File: config.mk
export PLATFORM = sky130hd
export DESIGN_NAME = fgn_queue
export DESIGN_NICKNAME = d
export VERILOG_FILES = /design/src/rtl/fgn_pkg.sv /design/src/rtl/fgn_queue.sv
export SDC_FILE = /design/constraint.sdc
export NUM_CORES = 1
export LEC_CHECK = 0
export ABC_AREA = 1
export BUFFER_PORTS_ARGS = -buffer_cell sky130_fd_sc_hd__buf_2
export CAP_MARGIN = 25
export CORE_MARGIN = 3
export CORE_UTILIZATION = 25
export CTS_CLUSTER_SIZE = 12
export DETAILED_ROUTE_END_ITERATION = 8
export GPL_TIMING_DRIVEN = 1
export PLACE_DENSITY = 0.4
export RECOVER_POWER = 50
export SLEW_MARGIN = 0
export SYNTH_ARGS = -nofsm -noshare
export SYNTH_HDL_FRONTEND = slang
export SYNTH_SLANG_ARGS = --single-unit
File: constraint.sdc
create_clock -name clk -period 3.2 [get_ports clk]
set_input_delay 0.48 -clock clk [delete_from_list [all_inputs] [get_ports clk]]
set_output_delay 0.48 -clock clk [all_outputs]
set_load 0.02 [all_outputs]
File: src/rtl/fgn_pkg.sv
// shared types, constants and lookup functions of the fractal gradient noise block
package fgn_pkg;

	localparam int MAX_OCTAVES = 4;
	localparam int FRAC_BITS   = 16;
	localparam int ONE         = 1 << FRAC_BITS;
	localparam int FADE_15     = 15 << FRAC_BITS;
	localparam int FADE_10     = 10 << FRAC_BITS;
	localparam int FREQ_W      = 20;
	localparam int AMPL_W      = 17;
	localparam int LANE_STAGES = 12;
	localparam int CNT_W       = 3;
	localparam int QUEUE_DEPTH = 4;
	localparam int QPTR_W      = $clog2(QUEUE_DEPTH);

	// register indexes of the configuration port
	typedef enum logic [2:0] {
		REG_OCTAVE_COUNT = 3'd0,
		REG_PERSISTENCE  = 3'd1,
		REG_LACUNARITY   = 3'd2,
		REG_INV_SCALE    = 3'd3,
		REG_OFFSETS_X    = 3'd4,
		REG_OFFSETS_Y    = 3'd5
	} cfg_reg_e;

	// one point after scaling, as it waits between front and back
	typedef struct packed {
		logic [47:0]      px;
		logic [47:0]      py;
		logic [CNT_W-1:0] cnt;
	} item_t;

	// per-octave constants derived from the configuration
	typedef struct packed {
		logic [FREQ_W-1:0] freq;
		logic [AMPL_W-1:0] ampl;
		logic [15:0]       ox;
		logic [15:0]       oy;
	} lane_cfg_t;

	localparam logic [7:0] PERM [256] = '{
		8'd151,8'd160,8'd137,8'd91,8'd90,8'd15,8'd131,8'd13,8'd201,8'd95,8'd96,8'd53,
		8'd194,8'd233,8'd7,8'd225,8'd140,8'd36,8'd103,8'd30,8'd69,8'd142,8'd8,8'd99,
		8'd37,8'd240,8'd21,8'd10,8'd23,8'd190,8'd6,8'd148,8'd247,8'd120,8'd234,8'd75,
		8'd0,8'd26,8'd197,8'd62,8'd94,8'd252,8'd219,8'd203,8'd117,8'd35,8'd11,8'd32,
		8'd57,8'd177,8'd33,8'd88,8'd237,8'd149,8'd56,8'd87,8'd174,8'd20,8'd125,8'd136,
		8'd171,8'd168,8'd68,8'd175,8'd74,8'd165,8'd71,8'd134,8'd139,8'd48,8'd27,8'd166,
		8'd77,8'd146,8'd158,8'd231,8'd83,8'd111,8'd229,8'd122,8'd60,8'd211,8'd133,8'd230,
		8'd220,8'd105,8'd92,8'd41,8'd55,8'd46,8'd245,8'd40,8'd244,8'd102,8'd143,8'd54,
		8'd65,8'd25,8'd63,8'd161,8'd1,8'd216,8'd80,8'd73,8'd209,8'd76,8'd132,8'd187,
		8'd208,8'd89,8'd18,8'd169,8'd200,8'd196,8'd135,8'd130,8'd116,8'd188,8'd159,8'd86,
		8'd164,8'd100,8'd109,8'd198,8'd173,8'd186,8'd3,8'd64,8'd52,8'd217,8'd226,8'd250,
		8'd124,8'd123,8'd5,8'd202,8'd38,8'd147,8'd118,8'd126,8'd255,8'd82,8'd85,8'd212,
		8'd207,8'd206,8'd59,8'd227,8'd47,8'd16,8'd58,8'd17,8'd182,8'd189,8'd28,8'd42,
		8'd223,8'd183,8'd170,8'd213,8'd119,8'd248,8'd152,8'd2,8'd44,8'd154,8'd163,8'd70,
		8'd221,8'd153,8'd101,8'd155,8'd167,8'd43,8'd172,8'd9,8'd129,8'd22,8'd39,8'd253,
		8'd19,8'd98,8'd108,8'd110,8'd79,8'd113,8'd224,8'd232,8'd178,8'd185,8'd112,8'd104,
		8'd218,8'd246,8'd97,8'd228,8'd251,8'd34,8'd242,8'd193,8'd238,8'd210,8'd144,8'd12,
		8'd191,8'd179,8'd162,8'd241,8'd81,8'd51,8'd145,8'd235,8'd249,8'd14,8'd239,8'd107,
		8'd49,8'd192,8'd214,8'd31,8'd181,8'd199,8'd106,8'd157,8'd184,8'd84,8'd204,8'd176,
		8'd115,8'd121,8'd50,8'd45,8'd127,8'd4,8'd150,8'd254,8'd138,8'd236,8'd205,8'd93,
		8'd222,8'd114,8'd67,8'd29,8'd24,8'd72,8'd243,8'd141,8'd128,8'd195,8'd78,8'd66,
		8'd215,8'd61,8'd156,8'd180
	};

	function automatic logic [7:0] perm_rd(input logic [7:0] a);
		return PERM[a];
	endfunction

	// diagonal gradient dotted with the corner distance
	function automatic logic signed [18:0] grad(input logic [1:0] h,
			input logic signed [17:0] dx, input logic signed [17:0] dy);
		logic signed [18:0] ex;
		logic signed [18:0] ey;
		logic signed [18:0] r;
		ex = {dx[17], dx};
		ey = {dy[17], dy};
		case (h)
			2'd0:    r = ex + ey;
			2'd1:    r = ey - ex;
			2'd2:    r = ex - ey;
			default: r = -ex - ey;
		endcase
		return r;
	endfunction

endpackage

File: src/rtl/fgn_queue.sv
// short request queue between the front end and the octave pipeline
module fgn_queue (
	input  logic           clk,
	input  logic           arst_n,
	input  logic           push,
	input  fgn_pkg::item_t wdata,
	output logic           full,
	input  logic           pop,
	output logic           empty,
	output fgn_pkg::item_t rdata
);
	import fgn_pkg::*;

	item_t             mem_q [QUEUE_DEPTH];
	logic [QPTR_W-1:0] wr_ptr_q;
	logic [QPTR_W-1:0] rd_ptr_q;
	logic [QPTR_W:0]   count_q;

	assign full  = (count_q == (QPTR_W+1)'(QUEUE_DEPTH));
	assign empty = (count_q == '0);
	assign rdata = mem_q[rd_ptr_q];

	// pointers and fill level
	always_ff @(posedge clk or negedge arst_n) begin
		if (!arst_n) begin
			wr_ptr_q <= '0;
			rd_ptr_q <= '0;
			count_q  <= '0;
		end else begin
			if (push) wr_ptr_q <= wr_ptr_q + 1'b1;
			if (pop)  rd_ptr_q <= rd_ptr_q + 1'b1;
			case ({push, pop})
				2'b10:   count_q <= count_q + 1'b1;
				2'b01:   count_q <= count_q - 1'b1;
				default: count_q <= count_q;
			endcase
		end
	end

	// storage
	always_ff @(posedge clk) begin
		if (push) mem_q[wr_ptr_q] <= wdata;
	end

endmodule

======== Yosys cells after proc, flatten, opt, wreduce, memory -nomap -nowiden ========
Memories as Yosys holds them, arrays and structs flattened.
Cells that the tools add are included.
storage, ports and cells
  memories ................................ 1
  memory bits (writable) .................. 396
  output and inout port bits .............. 101
  input bits .............................. 103
  register bits after elaboration ......... 7
memories
  name   depth  bits a word  rd ports  clocked after Yosys merged registers in  wr ports  line             RTL
  mem_q  4      99           1         0                                        1         fgn_queue.sv:14  item_t mem_q [QUEUE_DEPTH];
cells by class
  equal/unequal tests ..................... 3
  reductions and logical operators ........ 2
  muxes and demuxes ....................... 3
  add/sub/neg operators ................... 4
operators by type and width
  kind                   number
  $pmux W3 S2            1
  $add A2 B1 Y2 const B  2
  $add A3 B1 Y3 const B  1
  $eq A3 B3 Y1 const B   1
  $logic_not A3 Y1       1
  $sub A3 B1 Y3 const B  1
  $eq A2 B1 Y1 const B   1
  $eq A2 B2 Y1 const B   1
  $mux W1                2
  $reduce_bool A2 Y1     1

======== Depth between registers and ports, before layout ========
  word-level depth ........................ 2
  mapped depth ............................ 10
  gate-level depth less buffers ........... 9

======== Worst setup path before layout ========
OpenSTA, ideal clock, no wires.
  path type ............................... input-to-reg
  from .................................... in push
  to ...................................... mem mem_q[3][0] (netlist bit), enable pin
  data required time ...................... 2747 ps
  data arrival time ....................... 2713 ps
  path buffers ............................ 1
  path slack .............................. 34 ps
  stages on the path ...................... 3
  setup time .............................. 453 ps
  cells stage by stage .................... clkbuf_1 nand2_1 inv_1
on the way
  word-level cells in the longest chain between the ends .. 2
ends and longest elaborated chain
  item                           line             RTL
  from (decl)                    fgn_queue.sv:5   input logic push,
  $mux W1                        fgn_queue.sv:42  if (push) mem_q[wr_ptr_q] <= wdata;
  $mux W1 (not written as such)  fgn_queue.sv:42
  to (decl)                      fgn_queue.sv:14
No other way between the ends.

==> flow_summary.yaml <==
critical_path:
  reg2reg_setup_slack_ns: 0.67
  crit_path_end_kind: "primary output"
  worstPathRequired_ns: 2.72
  crit_path_max_fanout: 39
  crit_type: "flip-flop to primary output"
  worst_ep_arrival_time_ns: 2.23
  start_kind: "flip-flop"
floorplanning:
  rows: 92
  num_io_pins: 204
  fp.dieW_um: 259
  die_y_um: 259
  die-area_sq_um: 67000
  start_util_pct: 25.3
  core_sq_um: 63200
synthesis:
  avgSynthCellArea_sq_um: 13.3
  synth_seq_cells: 403
  synthCells: 1203
  seq_area_frac_synth_pct: 75.5
  synth_nets: 1312
  syn_area_sq_um: 16000
  yosysWarnings: 0
  synth.distinct_cells: 19
cts:
  clock_latency_ns: 0.56
  numCtsBuffers: 47
  clock-root-buffer: "clkbuf_16"
  clk_pin_slew_worst_paths_ns: 0.05
  cts_tree: "built"
  cts.sink_count: 403
  clockBufferDepth: 3
  h-tree-depth: 2
  cts_resized: 0
global_routing:
  grt_max_degree: 75
  grt_usage_pct: 11.3
  overflow: 0
  antenna_found_initial: 3
  grt_pass1_wl_um: 57900
  grt_pass1_vias: 9378
outcome:
  outcome: "finished with violations"
  violations: "max-capacitance violations, max-slew violations"
timing:
  skew_ns: 0.0136
  period_share_pct: 84.8
  slew_headroom_pct: -11.7
  max_freq_mhz: 368
  slew_violations: 28
  max_slew.worst_pin.slew_ns: 1.68
  setup-tns-final_ns: 0
  setup_slack_ns: 0.485
  finalSetupViolCount: 0
  finalCriticalPeriod_ns: 2.71
  rsz0062_at_grt: "false"
  hold_violations: 0
flow_run:
  maxCapViolCount: 1
placed_design:
  dpl.hpwl_um: 21500
  dp_slack_ns: 1.00
  place.gp.congestion: 0.699
  dp.cells: 2207
  io_buffer_count: 203
final_layout:
  fin_util_pct: 30.7
  mostFrequentLayoutCells: "edfxtp_1 (396), nand2_1 (308), inv_1 (208)"
  final_common_cell: "edfxtp_1"
  final_cells: 2297
  fin_nets: 1520
  drive_gt1_share_pct: 13.3
  area_growth_pct: 21.4
drt:
  drt-total-wl_um: 38100
  vias_per_cell: 4.07
  wl_per_cell_um: 16.6
  detail_route.first_pass.iterations: 4
  num_vias: 9348
  dr.first_iter.drc_count: 426
  postRouteAntennaNets: 0
  drc: 0
power_and_ir_drop:
  cellLeakagePower_nw: 7.36
  power_density_nw_per_um2: 980
  ir_worst_vdd_v: 0.000395
min_path:
  hold_path.class: "primary input to flip-flop"
==> cell usage after synthesis <==
master | n | area [sq um]
edfxtp_1 | 396 | 11900
nand2_1 | 308 | 1160
inv_1 | 211 | 792
o211ai_1 | 198 | 1490
buf_2 | 42 | 210
clkbuf_1 | 11 | 41.3
buf_1 | 7 | 26.3
dfrtp_1 | 7 | 175
ha_1 | 5 | 62.6
buf_4 | 3 | 22.5
buf_6 | 3 | 33.8
xor2_1 | 3 | 26.3
nor3_1 | 2 | 10.0
o21ai_0 | 2 | 10.0
fa_1 | 1 | 20.0
inv_2 | 1 | 3.75
nand3_1 | 1 | 5.00
nand4_1 | 1 | 6.26
xnor2_1 | 1 | 8.76
==> metal layers <==
layer	GRT usage (%)	vias to the layer above	part of all wire, %
met2	19.3	174	49
met4	3.30	0	2.0
met1	13.8	4500	43
met3	3.25	53	5.9
li1	-	4621	-
met5	0	-	0
==> through the flow <==
stage / instance area [sq um] / hold slack (ns) / power (mW)
finish: 19400 / 0.146 / 19.0
global route: 19400 / 0.103 / 20.3
CTS: 19500 / 0.0750 / 19.6
detailed placement: 18100 / 0.323 / 14.3
global placement: 18100 / 0.323 / 14.3
floorplan: 16000 / 0.184 / 11.8
==> final cells by class <==
class                      count  area, sq um
inverter                     212          805
clock buffer                  59         1260
fill                        6435        43800
timing repair buffer         225         1200
antenna                        3         7.51
sequential                   403        12100
tap                          846         1060
clock inverter                27          204
multi-input combinational    522         2790
==> cells by family (layout without fill, tap and decap cells) <==
kind of cell / count (synthesis) / after routing / synth area share [%]
xor+xnor: 4 / 4 / 0.219
buf+inv: 278 / 523 / 7.07
other cells: 0 / 3 / 0
fa+ha+maj: 6 / 6 / 0.517
flops: 403 / 403 / 75.5
compound gates: 200 / 200 / 9.36
simple gates: 312 / 312 / 7.36
==> state kept, by name (all words and copies together) (netlist names) <==
name and count:
mem_q 396, count_q 3, rd_ptr_q 2, wr_ptr_q 2
==> path summary, 6_finish.rpt <==
kind / cells past startpoint / end / startpoint
max: 5 / rdata[11] / rd_ptr_q[1]
min: 2 / rd_ptr_q[0] / pop
max reg2reg: 4 / mem_q[3][84] / wr_ptr_q[0]
min reg2reg: 2 / count_q[2] / count_q[2]
max in group asynchronous: 2 / rd_ptr_q[0] / arst_n
min in group asynchronous: 2 / count_q[2] / arst_n
==> critical path, cell delays in order, from the launching register on <==
cell	delay (ns)
dfrtp_4	0.59
inv_4	0.10
buf_4	0.44
o211ai_1	0.17
nand2_1	0.14
buf_2	0.18
==> power breakdown <==
| part | internal [mW] | leakage [nW] | switching [mW] |
|---|---|---|---|
| registers | 6.91 | 3.72 | 0.358 |
| clock network | 3.03 | 0.717 | 2.09 |
| logic | 1.98 | 2.92 | 4.66 |
| total | 11.9 | 7.36 | 7.11 |
==> what timing repair did <==
item                      4_1_cts  5_1_grt
hold buffers                    1        0
buffers inserted                0        0
hold endpoints to repair        7        0
(Power assumes the default switching activity.)
