**config.mk**
```make
export PLATFORM = sky130hd
export DESIGN_NAME = fgn_front
export DESIGN_NICKNAME = d
export VERILOG_FILES = /design/src/rtl/fgn_pkg.sv /design/src/rtl/fgn_front.sv
export SDC_FILE = /design/constraint.sdc
export NUM_CORES = 2
export LEC_CHECK = 0
export BUFFER_PORTS_ARGS = -buffer_cell sky130_fd_sc_hd__buf_2
export CORE_ASPECT_RATIO = 0.6
export CORE_MARGIN = 2
export CORE_UTILIZATION = 50
export CTS_CLUSTER_DIAMETER = 100
export CTS_CLUSTER_SIZE = 24
export DETAILED_ROUTE_END_ITERATION = 10
export PLACE_DENSITY = 0.67
export REMOVE_ABC_BUFFERS = 1
export SLEW_MARGIN = 5
export SYNTH_ARGS = -nofsm -noshare
export SYNTH_HDL_FRONTEND = slang
export SYNTH_SLANG_ARGS = --single-unit
```
**constraint.sdc**
```tcl
create_clock -name clk -period 4.59 [get_ports clk]
set_input_delay 0.459 -clock clk [delete_from_list [all_inputs] [get_ports clk]]
set_output_delay 0.459 -clock clk [all_outputs]
set_load 0.005 [all_outputs]
```
**src/rtl/fgn_pkg.sv**
```systemverilog
// shared types, constants and lookup functions of the fractal gradient noise block
package fgn_pkg;

	localparam int MAX_OCTAVES = 4;
	localparam int FRAC_BITS   = 16;
	localparam int ONE         = 1 << FRAC_BITS;
	localparam int FADE_15     = 15 << FRAC_BITS;
	localparam int FADE_10     = 10 << FRAC_BITS;
	localparam int FREQ_W      = 20;
	localparam int AMPL_W      = 17;
	localparam int LANE_STAGES = 12;
	localparam int CNT_W       = 3;
	localparam int QUEUE_DEPTH = 4;
	localparam int QPTR_W      = $clog2(QUEUE_DEPTH);

	// register indexes of the configuration port
	typedef enum logic [2:0] {
		REG_OCTAVE_COUNT = 3'd0,
		REG_PERSISTENCE  = 3'd1,
		REG_LACUNARITY   = 3'd2,
		REG_INV_SCALE    = 3'd3,
		REG_OFFSETS_X    = 3'd4,
		REG_OFFSETS_Y    = 3'd5
	} cfg_reg_e;

	// one point after scaling, as it waits between front and back
	typedef struct packed {
		logic [47:0]      px;
		logic [47:0]      py;
		logic [CNT_W-1:0] cnt;
	} item_t;

	// per-octave constants derived from the configuration
	typedef struct packed {
		logic [FREQ_W-1:0] freq;
		logic [AMPL_W-1:0] ampl;
		logic [15:0]       ox;
		logic [15:0]       oy;
	} lane_cfg_t;

	localparam logic [7:0] PERM [256] = '{
		8'd151,8'd160,8'd137,8'd91,8'd90,8'd15,8'd131,8'd13,8'd201,8'd95,8'd96,8'd53,
		8'd194,8'd233,8'd7,8'd225,8'd140,8'd36,8'd103,8'd30,8'd69,8'd142,8'd8,8'd99,
		8'd37,8'd240,8'd21,8'd10,8'd23,8'd190,8'd6,8'd148,8'd247,8'd120,8'd234,8'd75,
		8'd0,8'd26,8'd197,8'd62,8'd94,8'd252,8'd219,8'd203,8'd117,8'd35,8'd11,8'd32,
		8'd57,8'd177,8'd33,8'd88,8'd237,8'd149,8'd56,8'd87,8'd174,8'd20,8'd125,8'd136,
		8'd171,8'd168,8'd68,8'd175,8'd74,8'd165,8'd71,8'd134,8'd139,8'd48,8'd27,8'd166,
		8'd77,8'd146,8'd158,8'd231,8'd83,8'd111,8'd229,8'd122,8'd60,8'd211,8'd133,8'd230,
		8'd220,8'd105,8'd92,8'd41,8'd55,8'd46,8'd245,8'd40,8'd244,8'd102,8'd143,8'd54,
		8'd65,8'd25,8'd63,8'd161,8'd1,8'd216,8'd80,8'd73,8'd209,8'd76,8'd132,8'd187,
		8'd208,8'd89,8'd18,8'd169,8'd200,8'd196,8'd135,8'd130,8'd116,8'd188,8'd159,8'd86,
		8'd164,8'd100,8'd109,8'd198,8'd173,8'd186,8'd3,8'd64,8'd52,8'd217,8'd226,8'd250,
		8'd124,8'd123,8'd5,8'd202,8'd38,8'd147,8'd118,8'd126,8'd255,8'd82,8'd85,8'd212,
		8'd207,8'd206,8'd59,8'd227,8'd47,8'd16,8'd58,8'd17,8'd182,8'd189,8'd28,8'd42,
		8'd223,8'd183,8'd170,8'd213,8'd119,8'd248,8'd152,8'd2,8'd44,8'd154,8'd163,8'd70,
		8'd221,8'd153,8'd101,8'd155,8'd167,8'd43,8'd172,8'd9,8'd129,8'd22,8'd39,8'd253,
		8'd19,8'd98,8'd108,8'd110,8'd79,8'd113,8'd224,8'd232,8'd178,8'd185,8'd112,8'd104,
		8'd218,8'd246,8'd97,8'd228,8'd251,8'd34,8'd242,8'd193,8'd238,8'd210,8'd144,8'd12,
		8'd191,8'd179,8'd162,8'd241,8'd81,8'd51,8'd145,8'd235,8'd249,8'd14,8'd239,8'd107,
		8'd49,8'd192,8'd214,8'd31,8'd181,8'd199,8'd106,8'd157,8'd184,8'd84,8'd204,8'd176,
		8'd115,8'd121,8'd50,8'd45,8'd127,8'd4,8'd150,8'd254,8'd138,8'd236,8'd205,8'd93,
		8'd222,8'd114,8'd67,8'd29,8'd24,8'd72,8'd243,8'd141,8'd128,8'd195,8'd78,8'd66,
		8'd215,8'd61,8'd156,8'd180
	};

	function automatic logic [7:0] perm_rd(input logic [7:0] a);
		return PERM[a];
	endfunction

	// diagonal gradient dotted with the corner distance
	function automatic logic signed [18:0] grad(input logic [1:0] h,
			input logic signed [17:0] dx, input logic signed [17:0] dy);
		logic signed [18:0] ex;
		logic signed [18:0] ey;
		logic signed [18:0] r;
		ex = {dx[17], dx};
		ey = {dy[17], dy};
		case (h)
			2'd0:    r = ex + ey;
			2'd1:    r = ey - ex;
			2'd2:    r = ex - ey;
			default: r = -ex - ey;
		endcase
		return r;
	endfunction

endpackage

```
**src/rtl/fgn_front.sv**
```systemverilog
// front end: takes points, scales them by the reciprocal scale, clamps the octave count
module fgn_front (
	input  logic                        clk,
	input  logic                        arst_n,
	input  logic                        s_tvalid,
	output logic                        s_tready,
	input  logic [63:0]                 s_tdata,   // x_coord[31:0], y_coord[63:32]
	input  logic [2:0]                  octave_count,
	input  logic [23:0]                 inv_scale,
	input  logic                        q_full,
	output logic                        q_push,
	output fgn_pkg::item_t              q_wdata
);
	import fgn_pkg::*;

	logic               vld_s1;
	logic [47:0]        px_s1;
	logic [47:0]        py_s1;
	logic [CNT_W-1:0]   cnt_s1;
	logic signed [56:0] pxf;
	logic signed [56:0] pyf;
	logic [CNT_W-1:0]   cnt_c;

	// signed point times unsigned reciprocal scale
	assign pxf = $signed(s_tdata[31:0]) * $signed({1'b0, inv_scale});
	assign pyf = $signed(s_tdata[63:32]) * $signed({1'b0, inv_scale});
	assign cnt_c = (octave_count > CNT_W'(MAX_OCTAVES)) ? CNT_W'(MAX_OCTAVES) : octave_count;

	assign s_tready = !vld_s1 || !q_full;
	assign q_push   = vld_s1 && !q_full;
	assign q_wdata  = '{px: px_s1, py: py_s1, cnt: cnt_s1};

	// valid of the scaling stage
	always_ff @(posedge clk or negedge arst_n) begin
		if (!arst_n) begin
			vld_s1 <= 1'b0;
		end else if (s_tready) begin
			vld_s1 <= s_tvalid;
		end
	end

	// payload of the scaling stage
	always_ff @(posedge clk) begin
		if (s_tready && s_tvalid) begin
			px_s1  <= pxf[47:0];
			py_s1  <= pyf[47:0];
			cnt_s1 <= cnt_c;
		end
	end

endmodule

```
# After elaboration in Yosys (flattened, before gate mapping)
# Cells that the tools add are included.
[totals]
register_bits = 100
output_inout_bits = 101
elab_cells = 12
[classes]
n_mul = 2
n_lt_le_gt_ge = 1
reduce_logical = 5
[ops]
columns = ["cell", "n"]
rows = [
  ["$mul 32x25->48", 2],
  ["$gt 3x3->1 const B", 1],
  ["$logic_and 1x1->1", 2],
  ["$logic_not 1->1", 2],
  ["$logic_or 1x1->1", 1],
]

# Logic depth before layout (Yosys ltp)
[logic_depth]
depth_word = 3
ltp_mapped = 27
depth_no_buf = 25

# Least setup slack after synthesis
# OpenSTA, ideal clock, no wires.
[synth_path]
path_type = "input-to-reg"
start = "in inv_scale[2]"
end = "reg py_s1[45] (data pin)"
setup_time_ps = 271
arrival_ps = 7097
required_ps = 4319
slack_ps = -2778
stages = 24
cell_sequence = "clkbuf_1 > clkbuf_1 > and2_1 > fa_1 > fa_1 > inv_1 > fa_1 > inv_1 > fa_1 > fa_1 > fa_1 > inv_1 > fa_1 > inv_1 > ha_1 > a21o_1 > a221o_1 > a211oi_2 > nor2b_1 > o31a_1 > or4_4 > a221oi_2 > o311ai_1 > xor2_1"
[synth_between]
elab_chain_cells = 1
[synth_lines]
columns = ["item", "line_no", "source"]
rows = [
  ["start: declaration", "fgn_front.sv:9", "input logic [23:0] inv_scale,"],
  ["$mul 32x25->48", "fgn_front.sv:26", "assign pyf = $signed(s_tdata[63:32]) * $signed({1'b0, inv_scale});"],
  ["via pyf[45]", "fgn_front.sv:21", "logic signed [56:0] pyf;"],
  ["end signal: assignment", "fgn_front.sv:46", "py_s1 <= pyf[47:0];"],
  ["end: declaration", "fgn_front.sv:18", "logic [47:0] py_s1;"],
]
# The timed path passes the listed nets, and every way through them passes these cells.
# A chain may end at the register's enable or synchronous reset.

# Worst setup path after layout
# Same ends and word-level chain as after synthesis.

==> impl_metrics.env <==
export IMPL_status="finished with violations"
export IMPL_violations="setup timing"
export IMPL_dr_pass1_iters=5
export IMPL_multi_input_area_um2=45100
export IMPL_die_x_um=424
export IMPL_maxCapViolations=0
export IMPL_grt_pass1_vias=42700
export IMPL_post_drt_wl_per_cell_um=19.5
export IMPL_hold_path_end="vld_s1$_DFFE_PN0N_"
export IMPL_grt_max_degree=52
export IMPL_min_delay_start="s_tvalid"
export IMPL_final_hold_viol_count=0
export IMPL_grt_use_total_pct=28.8
export IMPL_hpwl_mm=122
export IMPL_cts_sinks=100
export IMPL_fp_coreArea_um2=105000
export IMPL_critical_path_buf_inv_count=5
export IMPL_postRouteWirelength_mm=152
export IMPL_drtAntennaViolNets=0
export IMPL_period_share_pct=150
export IMPL_top_usage_layer="met2"
export IMPL_timing_rr_end="px_s1[39]$_DFFE_PP_"
export IMPL_cpMostUsedCell="fa_1"
export IMPL_drtIter0Drc=2605
export IMPL_met3_usage_pct=8.35
export IMPL_crit_path_cell_trace="buf_6 -> and2_4 -> fa_1 -> fa_1 -> inv_2 -> fa_2 -> fa_1 -> fa_1 -> inv_2 -> fa_1 -> inv_2 -> fa_1 -> inv_2 -> ha_4 -> and2_4 -> a221o_1 -> a211oi_4 -> nor2b_2 -> o31a_1 -> or4_4 -> a221oi_4 -> o311ai_2 -> xor2_1"
export IMPL_area_growth_pct=22.1
export IMPL_overflow=0
export IMPL_fill_cells=8698
export IMPL_rsz0062_at_grt="true"
export IMPL_synth_cell_type_count=59
export IMPL_cts_max_level=3
export IMPL_whs_ns=0.225
export IMPL_hp_class="primary input to flip-flop"
export IMPL_reg2reg_from="vld_s1$_DFFE_PN0N_"
export IMPL_cts_tree="yes"
export IMPL_place_gp_congestion=0.958
export IMPL_end_kind="flip-flop"
export IMPL_post_synth_top_count_cell="inv_1"
export IMPL_die_height_um=256
export IMPL_worst_path_max_fanout=8
export IMPL_grtUsageMet1_pct=41.5
export IMPL_seq_area_frac_synth_pct=5.67
export IMPL_grt_antenna_before_repair=9
export IMPL_syn_area_um2=52900
export IMPL_yosys_register_bits=100
export IMPL_dieArea_um2=108000
export IMPL_r2r_slack_ns=2.64
export IMPL_synth_top_cell_area_share_pct=52.3
export IMPL_synth_edf_count=99
export IMPL_via_per_inst=5.11
export IMPL_yosysWarnings=0
export IMPL_num_rows=92
export IMPL_fin_crit_ns=6.89
export IMPL_seq_area_um2=3000
export IMPL_cp_required_ns=4.76
export IMPL_syn_avg_cell_area_um2=9.26
export IMPL_min_path_cells=2
export IMPL_fmax_mhz=145
export IMPL_met2_usage_pct=43.4
export IMPL_synth_top_cell_by_area="fa_1"
export IMPL_worstMarginPinSlew_ns=0.783
export IMPL_layout_nets=8104
export IMPL_setup_violations=77
export IMPL_cts_clk_slew_worst_paths_ns=0.10
export IMPL_start_kind="primary input"
export IMPL_cp_slowest_cell="fa_1"
export IMPL_root_buffer="clkbuf_16"
export IMPL_synthFlopType="edfxtp_1"
export IMPL_path_class="primary input to flip-flop"
export IMPL_critical_path_arrival_ns=7.06
export IMPL_rr_worst_depth=3
export IMPL_io_pins=196
export IMPL_slew_headroom_pct=47.8
export IMPL_synth_area_leaders="fa_1, inv_1, and2_1"
export IMPL_io_buffers=195
export IMPL_drv_slew=0
export IMPL_start_util_pct=50.4
export IMPL_postSynthCellCount=5706
export IMPL_ys_async_sr_fraction_pct=1.00
export IMPL_clock_path_buffers=2
export IMPL_fin_skew_ns=0.0211
export IMPL_drc=0
export IMPL_setup_ws_ns=-2.30
export IMPL_cts_buffers=9
export IMPL_synth_top_cells_by_count="inv_1, fa_1, and2_1, nand2_1, clkbuf_1"
export IMPL_tns_ns=-120.84
export IMPL_design_area_um2=64600
export IMPL_insertion_delay_ns=0.44
export IMPL_cpPeakStageDelay_ns=0.54
export IMPL_grt_pass1_wl_mm=240
export IMPL_placed_area_um2=59500
export IMPL_crit_family="adder cells"
export IMPL_vias=39700
export IMPL_drive_gt1_share_pct=21.7
## how the worst max path moves through the flow
stage	end	from	slack [ns]	depth (start not counted)
4_1_cts	py_s1[45]$_DFFE_PP_	inv_scale[9]	-2.43	23
5_1_grt	py_s1[45]$_DFFE_PP_	inv_scale[8]	-2.44	23
6_report	py_s1[45]$_DFFE_PP_	inv_scale[2]	-2.30	23
3_5_place_dp	px_s1[41]$_DFFE_PP_	inv_scale[8]	-3.54	25
2_1_floorplan	py_s1[45]$_DFFE_PP_	s_tdata[48]	-2.37	22
3_3_place_gp	px_s1[47]$_DFFE_PP_	inv_scale[8]	-3.39	26
## kinds of logic after synthesis
logic type / Yosys count / share of synthesized area, %
xor gates and xnor gates: 135 / 2.24
AOI/OAI and AO/OA: 275 / 3.41
buffers and inverters: 1880 / 13.3
adders and majority gates: 1656 / 58.8
and+or+nand+nor: 1660 / 16.5
DFF: 100 / 5.67
## per-layer routing
metal / up-vias / part of all wire [%]
li1: 17400 / -
met1: 20600 / 43
met2: 1524 / 44
met3: 161 / 11
met4: 4 / 2.1
met5: - / 0.013
## layout make-up
cell class / instances / share of cell area [%]
diodes: 3 / 0.0116
clock buffers: 10 / 0.355
clock inverters: 6 / 0.0853
inverters: 1581 / 9.19
multi-input cells: 3726 / 69.8
flip-flops and latches: 100 / 4.64
well taps: 1410 / 2.73
repair buffers: 935 / 13.1
## cells in the final DEF, fill, tap and decap left out, types with 19 or more instances in the layout
cell type,n
ha_4,55
buf_8,19
and2_4,60
buf_4,564
nor2_1,26
nand2_1,604
and2_1,859
a21oi_1,43
inv_2,61
xor2_1,30
fa_2,58
a21o_1,42
buf_6,118
buf_2,145
inv_1,1520
fa_1,1324
xnor2_1,95
buf_12,65
a21oi_2,31
ha_1,207
edfxtp_1,99
## state kept, by name (all words and copies together) (netlist names)
| register | cells |
|---|---|
| cnt_s1 | 3 |
| px_s1 | 48 |
| py_s1 | 48 |
| vld_s1 | 1 |
## stage by stage
step	instances	setup WS, ns	utilization, %
final	7771	-2.30	61.6
after global routing	7768	-2.44	61.6
after CTS	7708	-2.43	59.4
after detailed placement	7635	-3.54	56.8
after global placement	7635	-3.39	56.8
after floorplan	5407	-2.37	-
## what timing repair did
action / in CTS / in global routing
hold buffers: 1 / 0
gates resized for setup: 410 / 445
pin swaps: 175 / 274
endpoints found under the hold margin: 1 / 0
gates cloned: 9 / 5
setup buffers: 53 / 65
endpoints found under the setup margin: 78 / 78
Power is left out: the tool's default activity adds up to more than one toggle a clock period on the data nets, which glitch-free logic cannot reach.
